==> config.mk <==
export PLATFORM = sky130hd
export DESIGN_NAME = bbc_stack
export DESIGN_NICKNAME = d
export VERILOG_FILES = /design/src/rtl/bbc_pkg.sv /design/src/rtl/bbc_stack.sv
export SDC_FILE = /design/constraint.sdc
export NUM_CORES = 1
export LEC_CHECK = 0
export ABC_AREA = 1
export BUFFER_PORTS_ARGS = -buffer_cell sky130_fd_sc_hd__buf_2
export CAP_MARGIN = 20
export CORE_MARGIN = 2
export CORE_UTILIZATION = 45
export DETAILED_ROUTE_END_ITERATION = 8
export PLACE_DENSITY = 0.63
export SKIP_CTS_REPAIR_TIMING = 1
export SLEW_MARGIN = 10
export SYNTH_ARGS = -nofsm -noshare
export SYNTH_HDL_FRONTEND = slang
export SYNTH_SLANG_ARGS = --single-unit
==> constraint.sdc <==
create_clock -name clk -period 4.95 [get_ports clk]
set_input_delay 0.99 -clock clk [delete_from_list [all_inputs] [get_ports clk]]
set_output_delay 0.99 -clock clk [all_outputs]
set_load 0.005 [all_outputs]
==> src/rtl/bbc_pkg.sv <==
// Bracket balance checker package: bracket kinds, character codes and the
// decoded-operation and result structs shared by the decoder, stack and top.
// No dependencies.
package bbc_pkg;

	typedef enum logic [1:0] {
		KIND_ROUND  = 2'd0,
		KIND_SQUARE = 2'd1,
		KIND_CURLY  = 2'd2
	} kind_t;

	localparam int NUM_KINDS = 3;

	localparam logic [7:0] CHAR_OPEN_ROUND   = 8'h28; // (
	localparam logic [7:0] CHAR_CLOSE_ROUND  = 8'h29; // )
	localparam logic [7:0] CHAR_OPEN_SQUARE  = 8'h5B; // [
	localparam logic [7:0] CHAR_CLOSE_SQUARE = 8'h5D; // ]
	localparam logic [7:0] CHAR_OPEN_CURLY   = 8'h7B; // {
	localparam logic [7:0] CHAR_CLOSE_CURLY  = 8'h7D; // }

	typedef struct packed {
		logic  is_open;
		logic  is_close;
		kind_t kind;
	} op_t;

	typedef struct packed {
		logic paren_bad;
		logic square_bad;
		logic curly_bad;
		logic stack_overflow;
	} res_t;

endpackage

==> src/rtl/bbc_stack.sv <==
// Bracket stack: memory of kinds with a registered top entry, fill level,
// per-kind open counters, error and overflow flags. Depends on bbc_pkg.
module bbc_stack
	import bbc_pkg::*;
#(
	parameter int STACK_DEPTH = 64
) (
	input  logic clk,
	input  logic arst_n,
	input  logic step,
	input  op_t  op,
	input  logic last,
	output res_t res
);

	localparam int AW = $clog2(STACK_DEPTH);
	localparam int CW = $clog2(STACK_DEPTH + 1);

	kind_t            mem [STACK_DEPTH];
	kind_t            top_q;
	logic [CW-1:0]    fill_q;
	logic [CW-1:0]    cnt_q [NUM_KINDS];
	logic [CW-1:0]    cnt_d [NUM_KINDS];
	logic [2:0]       err_q;
	logic [2:0]       err_d;
	logic             ovf_q;
	logic             ovf_d;
	logic             full;
	logic             empty;
	logic             do_push;
	logic             do_pop;
	logic             mismatch;
	logic [AW-1:0]    wr_idx;
	logic [AW-1:0]    rd_idx;
	logic [CW-1:0]    fill_m2;

	assign full     = (fill_q == CW'(STACK_DEPTH));
	assign empty    = (fill_q == '0);
	assign do_push  = op.is_open && !full;
	assign do_pop   = op.is_close && !empty && (top_q == op.kind);
	assign mismatch = op.is_close && !do_pop;
	assign err_d    = err_q | (mismatch ? (3'b001 << op.kind) : 3'b000);
	assign ovf_d    = ovf_q | (op.is_open && full);
	assign wr_idx   = fill_q[AW-1:0];
	// entry below the top becomes the new top on a pop
	assign fill_m2  = fill_q - CW'(2);
	assign rd_idx   = fill_m2[AW-1:0];

	always_comb begin
		for (int k = 0; k < NUM_KINDS; k++) begin
			cnt_d[k] = cnt_q[k]
				+ CW'(do_push && (op.kind == kind_t'(k)))
				- CW'(do_pop && (op.kind == kind_t'(k)));
		end
	end

	assign res.paren_bad      = err_d[KIND_ROUND]  || (cnt_d[KIND_ROUND]  != '0);
	assign res.square_bad     = err_d[KIND_SQUARE] || (cnt_d[KIND_SQUARE] != '0);
	assign res.curly_bad      = err_d[KIND_CURLY]  || (cnt_d[KIND_CURLY]  != '0);
	assign res.stack_overflow = ovf_d;

	always_ff @(posedge clk or negedge arst_n) begin
		if (!arst_n) begin
			fill_q <= '0;
			err_q  <= '0;
			ovf_q  <= 1'b0;
			for (int k = 0; k < NUM_KINDS; k++) begin
				cnt_q[k] <= '0;
			end
		end else if (step) begin
			if (last) begin
				fill_q <= '0;
				err_q  <= '0;
				ovf_q  <= 1'b0;
				for (int k = 0; k < NUM_KINDS; k++) begin
					cnt_q[k] <= '0;
				end
			end else begin
				err_q <= err_d;
				ovf_q <= ovf_d;
				for (int k = 0; k < NUM_KINDS; k++) begin
					cnt_q[k] <= cnt_d[k];
				end
				if (do_push) begin
					fill_q <= fill_q + CW'(1);
				end else if (do_pop) begin
					fill_q <= fill_q - CW'(1);
				end
			end
		end
	end

	// stack storage and top entry; top is valid whenever fill_q is nonzero
	always_ff @(posedge clk) begin
		if (step && do_push) begin
			mem[wr_idx] <= op.kind;
			top_q       <= op.kind;
		end else if (step && do_pop) begin
			top_q <= mem[rd_idx];
		end
	end

endmodule

# == Yosys cells after proc, flatten, opt, wreduce, memory -nomap -nowiden ==
# Memories as Yosys holds them, arrays and structs flattened.
# Cells that the tools add are included.
# op_classes
addsub,9
n_reduce_logical,27
eq_ne,4
muxes,11
bitwise_logic,2
shift,1
# op_table
cell,count
adder 7 x 1 -> 7 bit,3
2-to-1 mux 21 bit,1
2-to-1 mux 7 bit,3
nonzero test 7 bit,3
subtractor 7 x 1 -> 7 bit,3
logical AND 1 bit,13
adder 7 x 1 -> 7 bit (second input constant),1
equality test 7 bit (second input constant),1
zero test 7 bit,1
subtractor 7 x 1 -> 7 bit (second input constant),1
2-to-1 mux 3 bit,2
subtractor 6 x 2 -> 6 bit (second input constant),1
2-to-1 mux 2 bit,2
zero test 1 bit,3
logical OR 1 bit,3
2-to-1 mux 1 bit,3
bitwise OR 3 bit,1
nonzero test 3 bit,1
<< shifter 1 x 2 -> 3 bit (first input constant),1
equality test 2 x 1 -> 1 bit (second input constant),1
equality test 2 bit,1
equality test 2 bit (second input constant),1
zero test 2 bit,1
AND reduction 2 bit,1
other kinds (2),2
# word_totals
elab_cells,62
ff_bits,34
output_inout_bits,4
ramBits,128
inputBits,8
mem_count,1
# memory_table
memory,depth,word_bits,rd,rd_clocked_by_memory_dff,write_ports,line_no,source
mem,64,2,1,0,1,bbc_stack.sv:19,kind_t mem [STACK_DEPTH];

# == Logic depth before layout (Yosys ltp) ==
# Gate-level depths: netlist (run 1).
# logic_depth
ltp_word,9
mapped_depth,22
ltp_nobuf,21

# == Worst setup path before layout (run 1) ==
# OpenSTA, ideal clock, no wires.
# synth_path
kind,input to output
from,input op[1] (netlist name)
to,output res[3] (netlist name)
arrival_ns,3.117
setup_slack_ns,0.843
path_buffers,0
t_required_ns,3.960
stages,19
cell_sequence,inv_2 nand2_1 nand2_1 nor3_1 nand2_2 nor2_1 ha_1 inv_1 ha_1 inv_1 fa_1 o21ai_0 nand2_1 nand2_1 nand2_1 nand3_1 nand2_1 nor2_1 nand3_1
# synth_rtl
element,line_no,source
start: declaration,bbc_stack.sv:11,"input op_t op,"
end: declaration,bbc_stack.sv:13,output res_t res

==> results of run 1 <==
## Yosys cell counts
library cell  instances
a22o_1                2
xnor2_1              11
nand2_4               2
nand2_2               4
xor2_1                8
nand3_2               1
inv_4                 2
clkbuf_1              6
inv_1                94
buf_1                 1
nor2_1              101
ha_1                 31
dfrtp_1              32
inv_12                1
inv_2                 6
fa_1                  4
o21ai_0              28
nor3_1                4
o21a_4                1
buf_2                18
buf_6                 1
edfxtp_1            130
o22ai_1              15
xor2_2                1
buf_4                 4
a21oi_1              15
nor2_4                1
o21ai_1               4
nand3_1             103
a21o_1                2
o21a_1                1
nand2_1             243
nand3_4               9
## worst max path at each step
stage	from	cells after the start	endpoint
after floorplan	op[1]	19	res[3]
after global placement	op[0]	21	res[3]
after detailed placement	op[0]	21	res[3]
after CTS	op[0]	21	res[3]
after global routing	op[0]	21	res[3]
final	op[1]	15	res[1]
## power by group through the flow
stage                     combinational [mW]  clock, mW  sequential [mW]
after floorplan                         1.64          0             1.66
after global placement                  2.15          0             1.69
after detailed placement                2.17          0             1.69
after CTS                               2.18       1.30             1.66
after global routing                    2.47       1.36             1.67
final                                   2.17       1.27             1.66
## metal layers
layer  vias up  part of all wire [%]  track usage, %
met2       123                    47            31.9
met4         0                   2.0            7.76
met3        25                   4.5            3.69
met5         -                     0               0
met1      2849                    46            26.3
li1       2952                     -               -
## flip-flops by register name (all words and copies together), names as in the netlist
signal / flops
cnt_q: 21
err_q: 3
top_q: 2
fill_q: 7
mem: 128
ovf_q: 1
## logic make-up after synthesis
family,count (synthesis),synth area share (%)
buffers and inverters,133,6.72
and+or+nand+nor,468,24.6
DFF,162,56.3
xor gates and xnor gates,20,2.19
AOI/OAI and AO/OA,68,4.60
adders and majority gates,35,5.60
## worst max-delay path, delay by kind of cell
family / cells / cell delay [ns]
XOR/XNOR: 1 / 0.20
AO/OA/AOI/OAI: 1 / 0.15
adder cells (fa/ha/maj): 3 / 0.90
AND/OR/NAND/NOR: 6 / 0.55
buffers and inverters: 4 / 0.85
## final cells by class
class / count / area, sq um / share of cell area [%]
Clock inverter: 14 / 141 / 1.54
Inverter: 103 / 404 / 4.41
Sequential cell: 162 / 4710 / 51.3
Timing Repair Buffer: 19 / 115 / 1.26
Clock buffer: 18 / 429 / 4.68
Tap cell: 229 / 287 / 3.12
Multi-Input combinational cell: 591 / 3090 / 33.7
## metrics by stage
stage               instance area (sq um)  setup slack (ns)  utilization, %
floorplan                            8350             0.843               -
global placement                     8600             0.294            47.5
detailed placement                   8600             0.248            47.5
CTS                                  9170             0.247            50.7
global route                         9170           0.00780            50.7
finish                               9170             0.317            50.7
==> run metrics, run 1 <==
hold path start=cnt_q[14]; Initial DRC Count=about 390; power share of the sequential group=32.5%; layout cells sized above 1=8.71%; Clock power frac=24.9%; Worst Hold Class=reg -> reg; Net Switching=around 2.1 mW; initial core utilization=46.2%; HPWL Detailed=11.3 mm; clk_skew=0.00910 ns; CP peak stage delay=between 0.5 and 0.6 ns; Final Critical Period=roughly 4.6 ns; Filler Cell Count=1677; CP Max Fanout=60; Hold Path Sink=cnt_q[14]; number of port buffers=11; endpoints failing setup=0; Vias per Instance=5.24; H-Tree Depth=4; most frequent cells in the layout=nand2_1, edfxtp_1, nand3_1; Synth Net Count=929; total global-route track usage=19.7%; fmax=~220 MHz; number of CTS-inserted buffers=17; Hold Fails Final Rpt=0; Yosys warnings=0; R2R cell count=13; vias in the first global route=5869; placed instance count=1104; Worst-Skew Late Latency=0.43 ns; slew margin rel.=42.3%; most common cell after layout, fill and taps aside=nand2_1; Total Power=5.10 mW; I/O Pins=12; Pwr Density=556 nW/um^2; gr ovfl total=0; hold slack final=0.495 ns; crit end category=output pin; Die Width=140 microns; worst r2r src=fill_q[0]; First-pass DRT Iterations=5; Residual DRC=0; synthesized area=8350 sq um; Root Buffer=clkbuf_16; Final nets=937; ANT cells=0; setup_tns=0 ns; cell mode on critical path=nand3_1; Max-Cap Viols=0; Yosys top cell area share=between 40% and 50%; wire per inst=16.1 microns; Logic pwr share=a little over two fifths; CTS tree=done; RSZ-0062 raised after global routing=no; hold depth=2; Switching Share=41.0%; VDD IR-drop max=0.000289 V; initial antenna violation count=0; period utilization=approximately 94%; Crit Path Class=in -> out; Seq/Total Area, Yosys=between 50% and 60%; Synth Area per Inst=9.43 sq um; clock tree sinks=162; Max stage delay cell, worst path=buf_4; status=finished clean; largest net degree at the start of global routing=71; CTS clk-pin slew, worst paths=0.06 ns; Slew @ Worst Pin=0.864 ns; Routed Antenna Nets=0; drt total wl=between 15 and 20 mm; final slew viol count=0; leading area contributor after synthesis=edfxtp_1; FP Rows=a little under 50; Core Area=18100 sq um; gate count of the mapped netlist=roughly 900; FF-to-FF End=top_q[0]; Synth cell types=33; synth top area cells=edfxtp_1, nand2_1, dfrtp_1; Vias=5949; first-pass GRT wire length=29.7 mm; cells along the critical path=buf_2, buf_4, nand3_1, ha_1, inv_1, ha_1, fa_1, nand3_1, nand3_1, nand2_1, nand2_1, a21oi_1, xor2_1, nand3_1, buf_2; R2R setup slack=1.74 ns; P_int=approximately 3 mW; Seq cells post-synth=~160; Non-Filler Instances=roughly 1.1k; WP data required=3.96 ns; startpoint types=input pin; Lkg Pwr=3.82 nW; Worst Path Arrival=3.64 ns; height of the chip=140 microns; GPL Wtd Cong=0.830; CTS Buffer Depth=2; layout overhead on the synthesized area=9.76%; Die ar.=a little under 20000 sq um
Note: power is estimated with default switching activity, not from simulation.
==> inputs of run 2 (changes only) <==
CORE_ASPECT_RATIO = 0.8   (was unset)
GPL_ROUTABILITY_DRIVEN = 0   (was unset)
clock period = 4.41 ns   (was 4.95 ns; I/O delays follow)
==> run 2 against run 1 <==
Compared with the run above:
- sequential power grew 12%
- cell count grew 1.1%
- die area is essentially flat
- combinational power grew 19%
- routed wire length grew 0.45%
- design area grew 1.4%
- first-iteration DRC count grew 31%
- clock power grew 6%
- core utilization grew 0.48 points
- sequential share of layout area shrank 0.71 points
- sequential cell count is the same
- count of clock-buffer cells in the layout shrank 1
==> run metrics, run 2 (synthesis gave the netlist of run 1 again) <==
initial core utilization=between 40% and 50%; status=finished clean; CP Max Fanout=6; Worst-Skew Late Latency=0.43 ns; Clock power frac=23.2%; initial antenna violation count=0; Slew @ Worst Pin=around 0.77 ns; layout cells sized above 1=11.2%; P_int=3.40 mW; clock tree sinks=162; Worst Path Arrival=3.33 ns; Final nets=949; FP Rows=44; final slew viol count=0; Max-Cap Viols=0; Lkg Pwr=just under 4 nW; startpoint types=input pin; Pwr Density=between 600 and 700 nW/um^2; wire per inst=16.0 microns; R2R setup slack=1.53 ns; CTS clk-pin slew, worst paths=0.07 ns; endpoints failing setup=0; Residual DRC=0; power share of the sequential group=32.2%; Design Area, Final=9300 sq um; Core Area=18200 sq um; Initial DRC Count=513; ANT cells=0; gr ovfl total=0; cells along the critical path=clkbuf_4, inv_2, nand2_1, nand2_1, nor3_2, nand2_2, buf_4, nor2_2, ha_1, inv_1, ha_1, fa_2, nor3_1, nand3_1, nor2_1, nand3_1, buf_2; Vias=approximately 6k; Vias per Instance=5.15; Net Switching=2.39 mW; drt total wl=18.4 mm; Total Power=roughly 5.8 mW; height of the chip=126 microns; period utilization=95.5%; WP data required=approximately 3.5 ns; first-pass GRT wire length=30.6 mm; CTS tree=done; crit end category=output pin; largest net degree at the start of global routing=65; layout overhead on the synthesized area=11.3%; max reg flops=128; clk_skew=0.00786 ns; top cell family by delay on the critical path=simple AND/OR/NAND/NOR gates; Crit Path Class=in -> out; Placed Area=8650 sq um; CTS Buffer Depth=2; Max stage delay cell, worst path=fa_2; number of port buffers=11; CP peak stage delay=0.47 ns; First-pass DRT Iterations=5; WP buf/inv=5; Filler Cell Count=1694; Final Critical Period=4.21 ns; Switching Share=41.3%; H-Tree Depth=4; Logic pwr share=44.7%; total global-route track usage=20.1%; most common cell after layout, fill and taps aside=nand2_1; most frequent cells in the layout=nand2_1, edfxtp_1, nand3_1; HPWL Detailed=11.6 mm; slew margin rel.=48.5%; VDD IR-drop max=0.000409 V; fmax=237 MHz; Die Width=156 microns; Hold Fails Final Rpt=0; Routed Antenna Nets=0; vias in the first global route=5775; Largest regs=mem x128, cnt_q x21, fill_q x7; I/O Pins=12; largest register by flop count=mem; Die ar.=19700 sq um; number of CTS-inserted buffers=17; Worst Hold Class=reg -> reg; Root Buffer=clkbuf_16
run 2: worst paths after layout:
kind	from	to	cells after the start
worst max-delay path	op[0]	res[2]	17
worst min register to register	cnt_q[14]	cnt_q[14]	2
worst max register to register	fill_q[2]	cnt_q[6]	18
min in group asynchronous	arst_n	cnt_q[5]	1
max in group asynchronous	arst_n	fill_q[0]	1
worst min-delay path	cnt_q[14]	cnt_q[14]	2
run 2: per-stage QoR:
stage	setup WS [ns]	hold WS [ns]	instances	setup TNS [ns]	util, %
detailed placement	-0.0107	0.487	1111	-0.0107	47.6
global route	-0.0167	0.530	1149	-0.0361	51.2
CTS	-0.116	0.503	1143	-0.117	50.5
finish	0.197	0.513	1149	0	51.2
global placement	0.0943	0.478	1111	0	47.6
floorplan	0.519	0.459	886	0	-
run 2: power by group through the flow:
stage               Clock, mW  Combinational (mW)  Sequential (mW)
finish                   1.34                2.59             1.86
global route             1.43                2.93             1.87
CTS                      1.36                2.50             1.86
detailed placement          0                2.48             1.89
global placement            0                2.46             1.89
floorplan                   0                1.84             1.87
run 2: worst register-to-register path, stage by stage, from the launching register on:
cell and delay (ns):
dfrtp_1 0.42, inv_2 0.14, nand3_4 0.11, nor2_4 0.10
nand3_1 0.09, nand2_2 0.09, buf_4 0.14, nor2_1 0.05
ha_1 0.27, inv_1 0.04, ha_1 0.20, fa_2 0.35
nand3_1 0.09, nand3_2 0.10, nand2_1 0.08, nand2_1 0.06
a21oi_2 0.12, xor2_1 0.20, o21ai_0 0.10
run 2: cell type report:
class | count | area, sq um | area share (%)
Inverter | 103 | 404 | 4.35
Tap cell | 230 | 288 | 3.09
Multi-Input combinational cell | 591 | 3150 | 33.8
Sequential cell | 162 | 4710 | 50.6
Timing Repair Buffer | 31 | 220 | 2.37
Clock buffer | 17 | 425 | 4.57
Clock inverter | 15 | 109 | 1.17
run 2: layer usage:
metal / global-route usage (%) / share of wire [%] / wire, microns / vias up
met3: 3.75 / 4.6 / 847 / 26
met1: 30.3 / 49 / 9060 / 2795
met5: 0 / 0 / 0 / -
li1: - / - / - / 2966
met4: 5.67 / 1.7 / 318 / 0
met2: 29.9 / 44 / 8140 / 133
